<file path="src/rtl/sgms_pkg.sv">
package sgms_pkg;

    localparam int CHANNELS_DEF      = 8;
    localparam int SAMPLE_BITS_DEF   = 24;
    localparam int POSITION_BITS_DEF = 40;
    localparam int MAX_CHANNELS      = 8;

    localparam int THR_W = 24;
    localparam int MIN_W = 24;
    localparam int ACT_W = 4;
    localparam int CFG_W = 24;
    localparam int OUT_W = 40;
    localparam int THR_N_W = THR_W + ACT_W;

    localparam logic [THR_W-1:0] THRESHOLD_RST   = THR_W'(47171);
    localparam logic [MIN_W-1:0] MIN_SILENCE_RST = MIN_W'(7200);
    localparam logic [ACT_W-1:0] ACTIVE_RST      = ACT_W'(2);

    typedef enum logic [1:0] {
        REG_SILENCE_THRESHOLD   = 2'd0,
        REG_MIN_SILENCE_SAMPLES = 2'd1,
        REG_ACTIVE_CHANNELS     = 2'd2
    } cfg_index_t;

    // Load enables of the three pipeline stages.
    typedef struct packed {
        logic load1;
        logic load2;
        logic load3;
    } pipe_ctl_t;

endpackage

</file>
<file path="src/rtl/sgms_frame_if.sv">
interface sgms_frame_if #(
    parameter int SAMPLE_BITS = sgms_pkg::SAMPLE_BITS_DEF
) ();
    logic                          valid;
    logic                          ready;
    logic signed [SAMPLE_BITS-1:0] channel_0;
    logic signed [SAMPLE_BITS-1:0] channel_1;
    logic signed [SAMPLE_BITS-1:0] channel_2;
    logic signed [SAMPLE_BITS-1:0] channel_3;
    logic signed [SAMPLE_BITS-1:0] channel_4;
    logic signed [SAMPLE_BITS-1:0] channel_5;
    logic signed [SAMPLE_BITS-1:0] channel_6;
    logic signed [SAMPLE_BITS-1:0] channel_7;
    logic                          last_frame;

    modport source (
        output valid, channel_0, channel_1, channel_2, channel_3,
               channel_4, channel_5, channel_6, channel_7, last_frame,
        input  ready
    );
    modport sink (
        input  valid, channel_0, channel_1, channel_2, channel_3,
               channel_4, channel_5, channel_6, channel_7, last_frame,
        output ready
    );
endinterface

</file>
<file path="src/rtl/sgms_split_if.sv">
interface sgms_split_if ();
    import sgms_pkg::*;

    logic             valid;
    logic             ready;
    logic [OUT_W-1:0] split_position;

    modport source (output valid, split_position, input ready);
    modport sink (input valid, split_position, output ready);
endinterface

</file>
<file path="src/rtl/sgms_lane.sv">
module sgms_lane #(
    parameter int SAMPLE_BITS = sgms_pkg::SAMPLE_BITS_DEF
) (
    input  logic                          clk,
    input  logic                          load,
    input  logic                          active,
    input  logic signed [SAMPLE_BITS-1:0] sample,
    output logic signed [SAMPLE_BITS-1:0] value
);
    logic signed [SAMPLE_BITS-1:0] value_reg;
    logic signed [SAMPLE_BITS-1:0] value_next;

    // A channel outside the active set contributes nothing to the mix.
    always_comb
    begin
        value_next = active ? sample : '0;
    end

    always_ff @(posedge clk)
    begin
        if (load)
        begin
            value_reg <= value_next;
        end
    end

    assign value = value_reg;
endmodule

</file>
<file path="src/rtl/sgms_merge.sv">
module sgms_merge #(
    parameter int CHANNELS    = sgms_pkg::CHANNELS_DEF,
    parameter int SAMPLE_BITS = sgms_pkg::SAMPLE_BITS_DEF
) (
    input  logic                          clk,
    input  sgms_pkg::pipe_ctl_t           ctl,
    input  logic signed [SAMPLE_BITS-1:0] lane_val [CHANNELS],
    input  logic                          last_in,
    input  logic [sgms_pkg::THR_N_W-1:0]  thr_n,
    output logic                          silent,
    output logic                          last_out
);
    import sgms_pkg::*;

    localparam int SUM_W = SAMPLE_BITS + $clog2(CHANNELS) + 1;
    localparam int CMP_W = (SUM_W > THR_N_W) ? SUM_W : THR_N_W;

    logic signed [SUM_W-1:0] sum_reg;
    logic signed [SUM_W-1:0] sum_next;
    logic                    last2_reg;
    logic [SUM_W-1:0]        mag;
    logic                    silent_reg;
    logic                    silent_next;
    logic                    last3_reg;

    always_comb
    begin
        sum_next = '0;
        for (int c = 0; c < CHANNELS; c++)
        begin
            sum_next = sum_next + SUM_W'(lane_val[c]);
        end
    end

    // The most negative sum negates to itself, which as unsigned is its magnitude.
    always_comb
    begin
        mag = sum_reg[SUM_W-1] ? SUM_W'(-sum_reg) : SUM_W'(sum_reg);
        silent_next = CMP_W'(mag) < CMP_W'(thr_n);
    end

    always_ff @(posedge clk)
    begin
        if (ctl.load2)
        begin
            sum_reg   <= sum_next;
            last2_reg <= last_in;
        end
        if (ctl.load3)
        begin
            silent_reg <= silent_next;
            last3_reg  <= last2_reg;
        end
    end

    assign silent   = silent_reg;
    assign last_out = last3_reg;
endmodule

</file>
<file path="src/rtl/sgms_tracker.sv">
module sgms_tracker #(
    parameter int POSITION_BITS = sgms_pkg::POSITION_BITS_DEF
) (
    input  logic                         clk,
    input  logic                         rst_n,
    input  logic                         fire,
    input  logic                         silent,
    input  logic                         last,
    input  logic [sgms_pkg::MIN_W-1:0]   min_len,
    input  logic                         out_ready,
    output logic                         out_valid,
    output logic [sgms_pkg::OUT_W-1:0]   split_position
);
    import sgms_pkg::*;

    localparam int PW    = POSITION_BITS;
    localparam int LEN_W = (PW > MIN_W) ? PW : MIN_W;

    logic [PW-1:0]    frame_pos_reg, frame_pos_next;
    logic             in_sil_reg, in_sil_next;
    logic [PW-1:0]    run_start_reg, run_start_next;
    logic [PW-1:0]    run_len_reg, run_len_next;
    logic             out_valid_reg, out_valid_next;
    logic [OUT_W-1:0] split_reg, split_next;

    logic [PW-1:0] start_base;
    logic [PW-1:0] len_base;
    logic [PW-1:0] len_inc;
    logic          loud_hit;
    logic          trail_hit;
    logic          emit;
    logic [PW-1:0] src_start;
    logic [PW-1:0] src_len;
    logic [PW-1:0] midpoint;

    always_comb
    begin
        start_base = in_sil_reg ? run_start_reg : frame_pos_reg;
        len_base   = in_sil_reg ? run_len_reg : '0;
        len_inc    = (len_base == '1) ? len_base : len_base + PW'(1);

        // A loud frame closes the open run; a silent last frame closes the
        // run it has just extended.
        loud_hit  = in_sil_reg && (LEN_W'(run_len_reg) >= LEN_W'(min_len));
        trail_hit = last && (LEN_W'(len_inc) >= LEN_W'(min_len));
        emit      = silent ? trail_hit : loud_hit;

        src_start = silent ? start_base : run_start_reg;
        src_len   = silent ? len_inc : run_len_reg;
        midpoint  = src_start + (src_len >> 1);

        if (last)
        begin
            frame_pos_next = '0;
            in_sil_next    = 1'b0;
            run_start_next = '0;
            run_len_next   = '0;
        end
        else
        begin
            frame_pos_next = frame_pos_reg + PW'(1);
            in_sil_next    = silent;
            run_start_next = silent ? start_base : '0;
            run_len_next   = silent ? len_inc : '0;
        end

        out_valid_next = out_valid_reg;
        split_next     = split_reg;
        if (fire)
        begin
            out_valid_next = emit;
            if (emit)
            begin
                split_next = OUT_W'(midpoint);
            end
        end
        else if (out_ready)
        begin
            out_valid_next = 1'b0;
        end
    end

    always_ff @(posedge clk or negedge rst_n)
    begin
        if (!rst_n)
        begin
            frame_pos_reg <= '0;
            in_sil_reg    <= 1'b0;
            run_start_reg <= '0;
            run_len_reg   <= '0;
            out_valid_reg <= 1'b0;
        end
        else
        begin
            if (fire)
            begin
                frame_pos_reg <= frame_pos_next;
                in_sil_reg    <= in_sil_next;
                run_start_reg <= run_start_next;
                run_len_reg   <= run_len_next;
            end
            out_valid_reg <= out_valid_next;
        end
    end

    always_ff @(posedge clk)
    begin
        split_reg <= split_next;
    end

    assign out_valid      = out_valid_reg;
    assign split_position = split_reg;
endmodule

</file>
<file path="src/rtl/silence_gap_midpoint_splitter_top.sv">
// Channel   Direction  Beat contents
// frame     in         channel_0..channel_7, last_frame
// split     out        split_position
// cfg       in         cfg_we, cfg_index, cfg_wdata (write only)
//
// One frame is taken every cycle while the pipeline is not stalled; a frame's split,
// if any, passes through the lane, sum and compare registers, then the output register.
// The rate is set by the lane/sum/compare pipeline, one frame per stage.
// Reset restores the register defaults and clears the position and run state.
// A stalled output register holds the frames in the pipeline, and frame.ready falls
// only once every stage holds a frame.
module silence_gap_midpoint_splitter_top #(
    parameter int CHANNELS      = sgms_pkg::CHANNELS_DEF,
    parameter int SAMPLE_BITS   = sgms_pkg::SAMPLE_BITS_DEF,
    parameter int POSITION_BITS = sgms_pkg::POSITION_BITS_DEF
) (
    input  logic                      clk,
    input  logic                      rst_n,
    sgms_frame_if.sink                frame,
    sgms_split_if.source              split,
    input  logic                      cfg_we,
    input  sgms_pkg::cfg_index_t      cfg_index,
    input  logic [sgms_pkg::CFG_W-1:0] cfg_wdata
);
    import sgms_pkg::*;

    logic [THR_W-1:0] threshold_reg, threshold_next;
    logic [MIN_W-1:0] min_sil_reg, min_sil_next;
    logic [ACT_W-1:0] active_reg, active_next;

    logic [ACT_W-1:0]   n_eff;
    logic [THR_N_W-1:0] thr_n;

    logic signed [SAMPLE_BITS-1:0] samples [MAX_CHANNELS];
    logic signed [SAMPLE_BITS-1:0] lane_val [CHANNELS];

    logic      v1_reg, v2_reg, v3_reg;
    logic      last1_reg;
    logic      out_can, ok1, ok2, ok3, fire;
    pipe_ctl_t ctl;
    logic      silent, last3;

    always_comb
    begin
        threshold_next = threshold_reg;
        min_sil_next   = min_sil_reg;
        active_next    = active_reg;
        if (cfg_we)
        begin
            unique case (cfg_index)
                REG_SILENCE_THRESHOLD:   threshold_next = cfg_wdata[THR_W-1:0];
                REG_MIN_SILENCE_SAMPLES: min_sil_next   = cfg_wdata[MIN_W-1:0];
                REG_ACTIVE_CHANNELS:     active_next    = cfg_wdata[ACT_W-1:0];
                default:                 ;
            endcase
        end
    end

    always_ff @(posedge clk or negedge rst_n)
    begin
        if (!rst_n)
        begin
            threshold_reg <= THRESHOLD_RST;
            min_sil_reg   <= MIN_SILENCE_RST;
            active_reg    <= ACTIVE_RST;
        end
        else
        begin
            threshold_reg <= threshold_next;
            min_sil_reg   <= min_sil_next;
            active_reg    <= active_next;
        end
    end

    // Comparing |sum| with threshold * n is the same as comparing the mean.
    always_comb
    begin
        if (active_reg == '0)
            n_eff = ACT_W'(1);
        else if (active_reg > ACT_W'(CHANNELS))
            n_eff = ACT_W'(CHANNELS);
        else
            n_eff = active_reg;
        thr_n = THR_N_W'(threshold_reg) * THR_N_W'(n_eff);
    end

    assign samples[0] = frame.channel_0;
    assign samples[1] = frame.channel_1;
    assign samples[2] = frame.channel_2;
    assign samples[3] = frame.channel_3;
    assign samples[4] = frame.channel_4;
    assign samples[5] = frame.channel_5;
    assign samples[6] = frame.channel_6;
    assign samples[7] = frame.channel_7;

    // Stage k may load when it is empty or its beat moves on this cycle.
    assign out_can   = !split.valid || split.ready;
    assign ok3       = !v3_reg || out_can;
    assign ok2       = !v2_reg || ok3;
    assign ok1       = !v1_reg || ok2;
    assign fire      = v3_reg && out_can;
    assign ctl       = '{load1: ok1, load2: ok2, load3: ok3};
    assign frame.ready = ok1;

    always_ff @(posedge clk or negedge rst_n)
    begin
        if (!rst_n)
        begin
            v1_reg <= 1'b0;
            v2_reg <= 1'b0;
            v3_reg <= 1'b0;
        end
        else
        begin
            if (ok1)
                v1_reg <= frame.valid;
            if (ok2)
                v2_reg <= v1_reg;
            if (ok3)
                v3_reg <= v2_reg;
        end
    end

    always_ff @(posedge clk)
    begin
        if (ctl.load1)
        begin
            last1_reg <= frame.last_frame;
        end
    end

    for (genvar c = 0; c < CHANNELS; c++)
    begin : g_lane
        sgms_lane #(
            .SAMPLE_BITS(SAMPLE_BITS)
        ) u_lane (
            .clk    (clk),
            .load   (ctl.load1),
            .active (ACT_W'(c) < n_eff),
            .sample (samples[c]),
            .value  (lane_val[c])
        );
    end

    sgms_merge #(
        .CHANNELS    (CHANNELS),
        .SAMPLE_BITS (SAMPLE_BITS)
    ) u_merge (
        .clk      (clk),
        .ctl      (ctl),
        .lane_val (lane_val),
        .last_in  (last1_reg),
        .thr_n    (thr_n),
        .silent   (silent),
        .last_out (last3)
    );

    sgms_tracker #(
        .POSITION_BITS(POSITION_BITS)
    ) u_tracker (
        .clk            (clk),
        .rst_n          (rst_n),
        .fire           (fire),
        .silent         (silent),
        .last           (last3),
        .min_len        (min_sil_reg),
        .out_ready      (split.ready),
        .out_valid      (split.valid),
        .split_position (split.split_position)
    );

    // Backpressure reaches the input only when all three stages are full.
    a_ready_full: assert property (@(posedge clk) disable iff (!rst_n)
        !frame.ready |-> (v1_reg && v2_reg && v3_reg))
        else $error("frame.ready low with an empty stage");

    // A frame in the last stage waits while the output register is blocked.
    a_hold_last_stage: assert property (@(posedge clk) disable iff (!rst_n)
        (v3_reg && !out_can) |=> v3_reg)
        else $error("last stage dropped a frame under stall");

    // A new split appears only from a frame processed by the tracker.
    a_split_source: assert property (@(posedge clk) disable iff (!rst_n)
        $rose(split.valid) |-> $past(fire))
        else $error("split beat without a processed frame");
endmodule

</file>
<file path="src/flat_wrapper.sv">
// flat-port wrapper written by rule: the top's interface ports become plain ports
module silence_gap_midpoint_splitter_top_flat import sgms_pkg::*;
#(
    parameter int CHANNELS      = sgms_pkg::CHANNELS_DEF,
    parameter int SAMPLE_BITS   = sgms_pkg::SAMPLE_BITS_DEF,
    parameter int POSITION_BITS = sgms_pkg::POSITION_BITS_DEF
)
  (clk, rst_n, cfg_we, cfg_index, cfg_wdata, frame_valid, frame_channel_0, frame_channel_1, frame_channel_2, frame_channel_3, frame_channel_4, frame_channel_5, frame_channel_6, frame_channel_7, frame_last_frame, frame_ready, split_valid, split_split_position, split_ready);
  sgms_frame_if #(.SAMPLE_BITS(SAMPLE_BITS)) frame_i ();
  sgms_split_if split_i ();
  input  logic clk;
  input  logic rst_n;
  input  logic cfg_we;
  input  sgms_pkg::cfg_index_t cfg_index;
  input  logic [sgms_pkg::CFG_W-1:0] cfg_wdata;
  input wire logic [$bits(frame_i.valid)-1:0] frame_valid;
  input wire logic [$bits(frame_i.channel_0)-1:0] frame_channel_0;
  input wire logic [$bits(frame_i.channel_1)-1:0] frame_channel_1;
  input wire logic [$bits(frame_i.channel_2)-1:0] frame_channel_2;
  input wire logic [$bits(frame_i.channel_3)-1:0] frame_channel_3;
  input wire logic [$bits(frame_i.channel_4)-1:0] frame_channel_4;
  input wire logic [$bits(frame_i.channel_5)-1:0] frame_channel_5;
  input wire logic [$bits(frame_i.channel_6)-1:0] frame_channel_6;
  input wire logic [$bits(frame_i.channel_7)-1:0] frame_channel_7;
  input wire logic [$bits(frame_i.last_frame)-1:0] frame_last_frame;
  output wire logic [$bits(frame_i.ready)-1:0] frame_ready;
  output wire logic [$bits(split_i.valid)-1:0] split_valid;
  output wire logic [$bits(split_i.split_position)-1:0] split_split_position;
  input wire logic [$bits(split_i.ready)-1:0] split_ready;
  assign frame_i.valid = frame_valid;
  assign frame_i.channel_0 = frame_channel_0;
  assign frame_i.channel_1 = frame_channel_1;
  assign frame_i.channel_2 = frame_channel_2;
  assign frame_i.channel_3 = frame_channel_3;
  assign frame_i.channel_4 = frame_channel_4;
  assign frame_i.channel_5 = frame_channel_5;
  assign frame_i.channel_6 = frame_channel_6;
  assign frame_i.channel_7 = frame_channel_7;
  assign frame_i.last_frame = frame_last_frame;
  assign frame_ready = frame_i.ready;
  assign split_valid = split_i.valid;
  assign split_split_position = split_i.split_position;
  assign split_i.ready = split_ready;
  silence_gap_midpoint_splitter_top #(.CHANNELS(CHANNELS), .SAMPLE_BITS(SAMPLE_BITS), .POSITION_BITS(POSITION_BITS)) u_core (.clk(clk), .rst_n(rst_n), .frame(frame_i), .split(split_i), .cfg_we(cfg_we), .cfg_index(cfg_index), .cfg_wdata(cfg_wdata));
endmodule
</file>
<file path="config.mk">
export PLATFORM = sky130hd
export DESIGN_NAME = silence_gap_midpoint_splitter_top_flat
export DESIGN_NICKNAME = d
export VERILOG_FILES = /design/src/rtl/sgms_pkg.sv /design/src/rtl/sgms_frame_if.sv /design/src/rtl/sgms_split_if.sv /design/src/rtl/sgms_lane.sv /design/src/rtl/sgms_merge.sv /design/src/rtl/sgms_tracker.sv /design/src/rtl/silence_gap_midpoint_splitter_top.sv /design/src/flat_wrapper.sv
export SDC_FILE = /design/constraint.sdc
export NUM_CORES = 1
export LEC_CHECK = 0
export BUFFER_PORTS_ARGS = -buffer_cell sky130_fd_sc_hd__buf_2
export CORE_MARGIN = 10
export CORE_UTILIZATION = 60
export CTS_CLUSTER_DIAMETER = 30
export DETAILED_ROUTE_END_ITERATION = 7
export PLACE_DENSITY = 0.8
export SLEW_MARGIN = 20
export SYNTH_ARGS = -nofsm -noshare
export SYNTH_HDL_FRONTEND = slang
export SYNTH_SLANG_ARGS = --single-unit
</file>
<file path="constraint.sdc">
create_clock -name clk -period 11.3 [get_ports clk]
set_input_delay 1.13 -clock clk [delete_from_list [all_inputs] [get_ports clk]]
set_output_delay 1.13 -clock clk [all_outputs]
set_load 0.05 [all_outputs]
</file>
Yosys cells after proc, flatten, opt, wreduce, memory -nomap -nowiden
Cells that the tools add are included.

cells by class
  multipliers = 1
  order comparisons = 12
  muxes and demuxes = 17
  $add $sub $neg = 11
  reductions and logical operators = 18
  equal/unequal tests = 3

operators with widths
  kind                                                       count
  two-way mux 40 bit                                         10
  adder 28 x 24 -> 28 bit                                    3
  adder 40 x 1 -> 40 bit, second input constant              2
  greater-or-equal comparator 40 x 24 -> 1 bit               2
  adder 40 x 39 -> 40 bit                                    1
  equality test 40 bit, second input constant                1
  adder 27 x 24 -> 28 bit                                    1
  less-than comparator 28 bit                                1
  multiplier 24 x 4 -> 28 bit                                1
  two-way mux 28 bit                                         1
  negation 28 bit                                            1
  adder 26 x 24 -> 27 bit                                    1
  adder 25 x 24 -> 26 bit                                    1
  adder 24 x 24 -> 25 bit                                    1
  less-than comparator 3 x 4 -> 1 bit, first input constant  4
  less-than comparator 1 x 4 -> 1 bit, first input constant  2
  less-than comparator 2 x 4 -> 1 bit, first input constant  2
  two-way mux 4 bit                                          2
  AND reduction 2 bit                                        4
  greater-than comparator 4 bit, second input constant       1
  zero test 1 bit                                            4
  zero test 4 bit                                            1
  logical OR 1 bit                                           4
  two-way mux 1 bit                                          4
  other kinds (5)                                            7

word-level totals
  bits in registers = 441
  output and inout bits = 42
  input bits = 224

Longest topological paths before layout
  depth in word-level cells = 7
  gate-level depth with buffers = 28
  mapped depth without buffers = 26

By module
From an unflattened synthesis, not the netlist that was laid out.

unflattened totals
  cell total of the unflattened synthesis = 3089
  area total of the unflattened synthesis = 32054.5 sq um

modules (own cells, without submodules)
  module                             area an instance (sq um)  instances  cells an instance
  sgms_tracker                       11438.5                   1          1218
  sgms_merge                         7746.2                    1          882
  sgms_lane                          915.9                     8          50
  silence_gap_midpoint_splitter_top  5542.8                    1          589

Least setup slack after synthesis
OpenSTA, ideal clock, no wires.

  path type = input -> register
  start = input port split_ready
  end = register u_core.g_lane[0].u_lane.value_reg[0], enable pin
  setup time = 2593 ps
  data required time = 8707 ps
  stages = 2
  buffers on the path = 0
  slack = 1650 ps
  arrival = 7057 ps
  cells stage by stage = nor2b_1 nand4_1

on the way
  longest elaborated chain between the ends = 4

ends and longest elaborated chain
  what                   line                                      RTL
  from (decl)            flat_wrapper.sv:29                        input wire logic [$bits(split_i.ready)-1:0] split_ready;
  logical OR 1 bit       silence_gap_midpoint_splitter_top.sv:97   assign out_can = !split.valid || split.ready;
  logical OR 1 bit       silence_gap_midpoint_splitter_top.sv:98   assign ok3 = !v3_reg || out_can;
  logical OR 1 bit       silence_gap_midpoint_splitter_top.sv:99   assign ok2 = !v2_reg || ok3;
  logical OR 1 bit       silence_gap_midpoint_splitter_top.sv:100  assign ok1 = !v1_reg || ok2;
  named net frame_ready  flat_wrapper.sv:26                        output wire logic [$bits(frame_i.ready)-1:0] frame_ready;
  to (signal assigned)   sgms_lane.sv:23                           value_reg <= value_next;
  to (decl)              sgms_lane.sv:10                           logic signed [SAMPLE_BITS-1:0] value_reg;

The timed path passes the listed nets, and every way through them passes these cells.
A chain may end at the register's enable or synchronous reset.

Worst setup path after layout
  start = register u_core.active_reg[3]
  end = register u_core.u_merge.silent_reg, in the netlist u_core.u_merge.silent (data pin)

on the way
  longest elaborated chain between the ends = 5
  elaborated cells between the ends (all ways) = 6
  those cells by class = 1 x mul; 2 x order compare; 2 x mux; 1 x reduce/logical

ends and longest elaborated chain
  what                                  line                                     RTL
  from (decl)                           silence_gap_midpoint_splitter_top.sv:29  logic [ACT_W-1:0] active_reg, active_next;
  from (signal assigned)                silence_gap_midpoint_splitter_top.sv:71  active_reg <= active_next;
  greater-than comparator 4 bit         silence_gap_midpoint_splitter_top.sv:80  else if (active_reg > ACT_W'(CHANNELS))
  two-way mux 4 bit                     silence_gap_midpoint_splitter_top.sv:80
  two-way mux 4 bit *                   silence_gap_midpoint_splitter_top.sv:78  if (active_reg == '0)
  multiplier 24 x 4 -> 28 bit *         silence_gap_midpoint_splitter_top.sv:84  thr_n = THR_N_W'(threshold_reg) * THR_N_W'(n_eff);
  less-than comparator 28 bit *         sgms_merge.sv:39                         silent_next = CMP_W'(mag) < CMP_W'(thr_n);
  named net u_core.u_merge.silent_next  sgms_merge.sv:23                         logic silent_next;
  to (signal assigned)                  sgms_merge.sv:51                         silent_reg <= silent_next;
  to (decl)                             sgms_merge.sv:22                         logic silent_reg;

Mark *: on every way through the listed nets, which the timed path passes. The rest lies on a longest branch.

==> flow_summary.rst <==
.. list-table::
   :header-rows: 1

   * - Metric
     - Value
   * - Run status
     - completed
   * - Most numerous cell on the critical path
     - sky130_fd_sc_hd__a21oi_1
   * - Syn nets
     - 3427
   * - Kind of start point of the critical path
     - flop
   * - Clock tree root driver cell
     - sky130_fd_sc_hd__clkbuf_16
   * - Worst path required time
     - 11800 ps
   * - Effective utilization at floorplan
     - 60.7%
   * - Post-cts gate resize count
     - 0
   * - Average vias per placed instance
     - approximately 5.9
   * - Pwr per Cell Area
     - between 300 and 400 nW/um^2
   * - Mean instance size in the synthesized netlist
     - 10.7 sq um
   * - #FFs+latches synth
     - 441
   * - Via count of the first global-routing pass
     - 23900
   * - Total die area
     - 60200 sq um
   * - Pre-CTS setup slack
     - 4850 ps
   * - Remaining design rule violation count
     - 0
   * - Die boundary height
     - 245 um
   * - Synth cell types
     - 78
   * - # rows
     - 82
   * - Total area of multi-input combinational cells
     - 16500 sq um
   * - Number of flip-flops under the largest register name
     - between 150 and 200
   * - Buffers and inverters on the worst path
     - 4
   * - Gate count after technology mapping
     - ~2800
   * - Half-perimeter wire length after detailed placement
     - 59300 um
   * - Leakage power
     - 16.3 nW
   * - Max-slew violation total from the final report
     - 0
   * - Top area cells in the synthesized netlist
     - sky130_fd_sc_hd__edfxtp_1 (26%), sky130_fd_sc_hd__dfrtp_1 (14%), sky130_fd_sc_hd__fa_1 (13%)
   * - Antenna viol nets, final
     - 0
   * - Critical path's top delay family
     - compound AO/OA/AOI/OAI gates
   * - Post-synth ARST share
     - 40.1%
   * - Final Hold Slack
     - 421 ps
   * - CTS HTree Levels
     - 3
   * - Number of buffers on the longest clock path
     - 3
   * - Setup Buffers After CTS
     - 0
   * - Total number of yosys warnings
     - 0
   * - Most frequent cell after synthesis
     - sky130_fd_sc_hd__inv_1
   * - Number of nets in the layout
     - 3697
   * - Fin Clk Skew
     - 20.6 ps
   * - Type of the setup path with the least slack
     - reg2reg
   * - Post-CTS clock slew at the launch and capture registers of the worst setup and hold paths
     - 50 ps
   * - Share of the yosys chip area belonging to registers
     - 40.6%
   * - Slowest cell on the critical path
     - sky130_fd_sc_hd__fa_1
   * - Path type of the worst min-delay path
     - reg2reg
   * - Dominant cell type by area after synthesis
     - sky130_fd_sc_hd__edfxtp_1
   * - Core box area
     - between 50000 and 60000 sq um
   * - Max-cap viol count
     - 0
   * - Wire length of the first global-routing pass
     - 129000 um
   * - Overall routing resource usage
     - 27.1%
   * - Register area
     - 12400 sq um
   * - Cell count after placement
     - 3681
   * - DIE WIDTH
     - 245 um
   * - CTS tree
     - yes
   * - Dominant synthesized flop cell
     - sky130_fd_sc_hd__edfxtp_1
   * - Setup crit end kind
     - flop
   * - Leading cell types by count after synthesis
     - sky130_fd_sc_hd__inv_1 (304), sky130_fd_sc_hd__edfxtp_1 (264), sky130_fd_sc_hd__fa_1 (193)
   * - Number of search-and-repair iterations in the first detailed-routing pass
     - 6
   * - Placed cell areas
     - 32400 sq um
   * - Shortest period the worst path allows
     - 6580 ps
   * - Final hold viol count
     - 0
   * - Share of cells above drive strength 1
     - 18.9%
   * - Number of buffers created by CTS
     - 92
   * - Fillcell total
     - between 3000 and 4000
   * - Filler-free cell count of the finished design
     - 3852
   * - Max-slew headroom
     - between 20% and 30%
   * - DR iter-0 viols
     - between 1500 and 2000
   * - Ratio of final minimum period to clock period
     - roughly 58%
   * - Setup TNS
     - 0 ps
   * - Ports
     - 266
   * - Clock latency reported for the late side of the worst-skew pair
     - ~640 ps
   * - Maximum VDD drop
     - approximately 0.35 mV
   * - CP Data Arrival Time
     - ~7100 ps
   * - Final instance area
     - ~36000 sq um
   * - Number of enable-type register cells in the synthesized netlist
     - 264
   * - Final WS setup
     - 4720 ps
   * - Number of setup violations in the final report
     - 0
   * - RSZ-0062 raised after global routing
     - false
   * - Maximum number of pins on one net before global-route repair
     - 93
   * - Detailed-route wire length
     - 81000 um
   * - Fraction of synthesized cell area taken by the top area cell type
     - 26.0%
   * - Gpl congestion
     - 0.902
   * - Port Buffers
     - about 270
   * - Fmax
     - roughly 0.15 GHz
   * - Critical Path Max Stage Delay
     - 550 ps
   * - Signed area change from the synthesized netlist to the final layout
     - 16.8%
   * - Vias after detailed routing
     - between 20000 and 25000
   * - Worst-Margin Slew
     - 1070 ps
   * - Critical path fanouts, max
     - 55
   * - Wire length per cell
     - 21.0 um
   * - Number of antenna violations at the first check in global routing
     - 1
   * - Hold Buf Count CTS
     - 0
   * - Overall overflow remaining after global route
     - 0
   * - Netlist Area Pre-Place
     - about 30000 sq um
   * - Worst R2R Setup Slack
     - 4720 ps
   * - Clock sink count
     - 441
==> through the flow <==
step	util (%)	total power (W)
detailed placement	64.7	0.00933
CTS	70.9	0.0121
global placement	64.7	0.00901
finish	70.9	0.0121
floorplan	-	0.00770
global route	70.9	0.0131
==> report_power, final <==
group | switching (W) | leakage, nW | total [W] | internal, W
Clock | 0.000940 | 1.48 | 0.00266 | 0.00172
Combinational | 0.00396 | 9.61 | 0.00689 | 0.00293
Sequential | 0.000197 | 5.18 | 0.00254 | 0.00234
Total | 0.00510 | 16.3 | 0.0121 | 0.00699
==> layout make-up <==
| class | count | share of cell area (%) |
|---|---|---|
| Inverter | 305 | 3.22 |
| Multi-Input combinational cell | 1966 | 46.4 |
| Clock inverter | 65 | 2.02 |
| Antenna cell | 1 | 0.00703 |
| Sequential cell | 441 | 34.8 |
| Clock buffer | 104 | 6.71 |
| Timing Repair Buffer | 298 | 4.49 |
| Tap cell | 672 | 2.36 |
==> routing by layer <==
metal  track usage [%]  wire [um]  vias up
met5                 0          0        -
li1                  -          -    10400
met4              9.77       2480        0
met3              5.77       5520      178
met1              35.5      34000    11200
met2              44.1      39000      854
==> cell families after synthesis <==
kind of cell    synth area share [%]
xor+xnor                        4.60
fa+ha+maj                       19.9
compound gates                  10.7
mux                             4.38
flops                           40.6
buf+inv                         5.28
simple gates                    14.5
==> path summary, 6_finish.rpt <==
check,cells after the start,from,endpoint
max,25,u_core.active_reg[3],u_core.u_merge.silent
max reg2reg,25,u_core.active_reg[3],u_core.u_merge.silent
max in group asynchronous,3,rst_n,u_core.u_tracker.run_start_reg[28]
min in group asynchronous,1,rst_n,u_core.min_sil_reg[14]
min,0,u_core.last1_reg,u_core.u_merge.last2_reg
min reg2reg,0,u_core.last1_reg,u_core.u_merge.last2_reg
==> placed cells by master (no fill, tap or decap), types with 13 or more instances in the layout <==
master | Yosys | routed
sky130_fd_sc_hd__fa_1 | 193 | 193
sky130_fd_sc_hd__buf_2 | 2 | 264
sky130_fd_sc_hd__nand3_1 | 52 | 52
sky130_fd_sc_hd__nor4_1 | 20 | 20
sky130_fd_sc_hd__nor2_1 | 158 | 155
sky130_fd_sc_hd__ha_1 | 176 | 176
sky130_fd_sc_hd__o21bai_1 | 13 | 13
sky130_fd_sc_hd__inv_1 | 304 | 304
sky130_fd_sc_hd__mux2i_1 | 14 | 14
sky130_fd_sc_hd__nor2b_1 | 116 | 116
sky130_fd_sc_hd__nor3_1 | 32 | 31
sky130_fd_sc_hd__xor2_1 | 52 | 52
sky130_fd_sc_hd__nand2_1 | 159 | 159
sky130_fd_sc_hd__o21ai_0 | 99 | 99
sky130_fd_sc_hd__mux2_2 | 106 | 106
sky130_fd_sc_hd__xnor2_1 | 108 | 108
sky130_fd_sc_hd__clkbuf_16 | 0 | 93
sky130_fd_sc_hd__a21oi_1 | 112 | 110
sky130_fd_sc_hd__edfxtp_1 | 264 | 264
sky130_fd_sc_hd__and3_1 | 27 | 27
sky130_fd_sc_hd__or3_1 | 23 | 23
sky130_fd_sc_hd__nand4_1 | 36 | 36
sky130_fd_sc_hd__a22o_1 | 63 | 63
sky130_fd_sc_hd__clkinv_2 | 0 | 13
sky130_fd_sc_hd__and2_1 | 142 | 142
sky130_fd_sc_hd__dfrtp_1 | 165 | 164
sky130_fd_sc_hd__nand2b_1 | 27 | 27
sky130_fd_sc_hd__clkinvlp_4 | 0 | 13
sky130_fd_sc_hd__a21o_1 | 59 | 59
sky130_fd_sc_hd__buf_4 | 1 | 31
No activity file was read; power rests on OpenSTA's default activity.
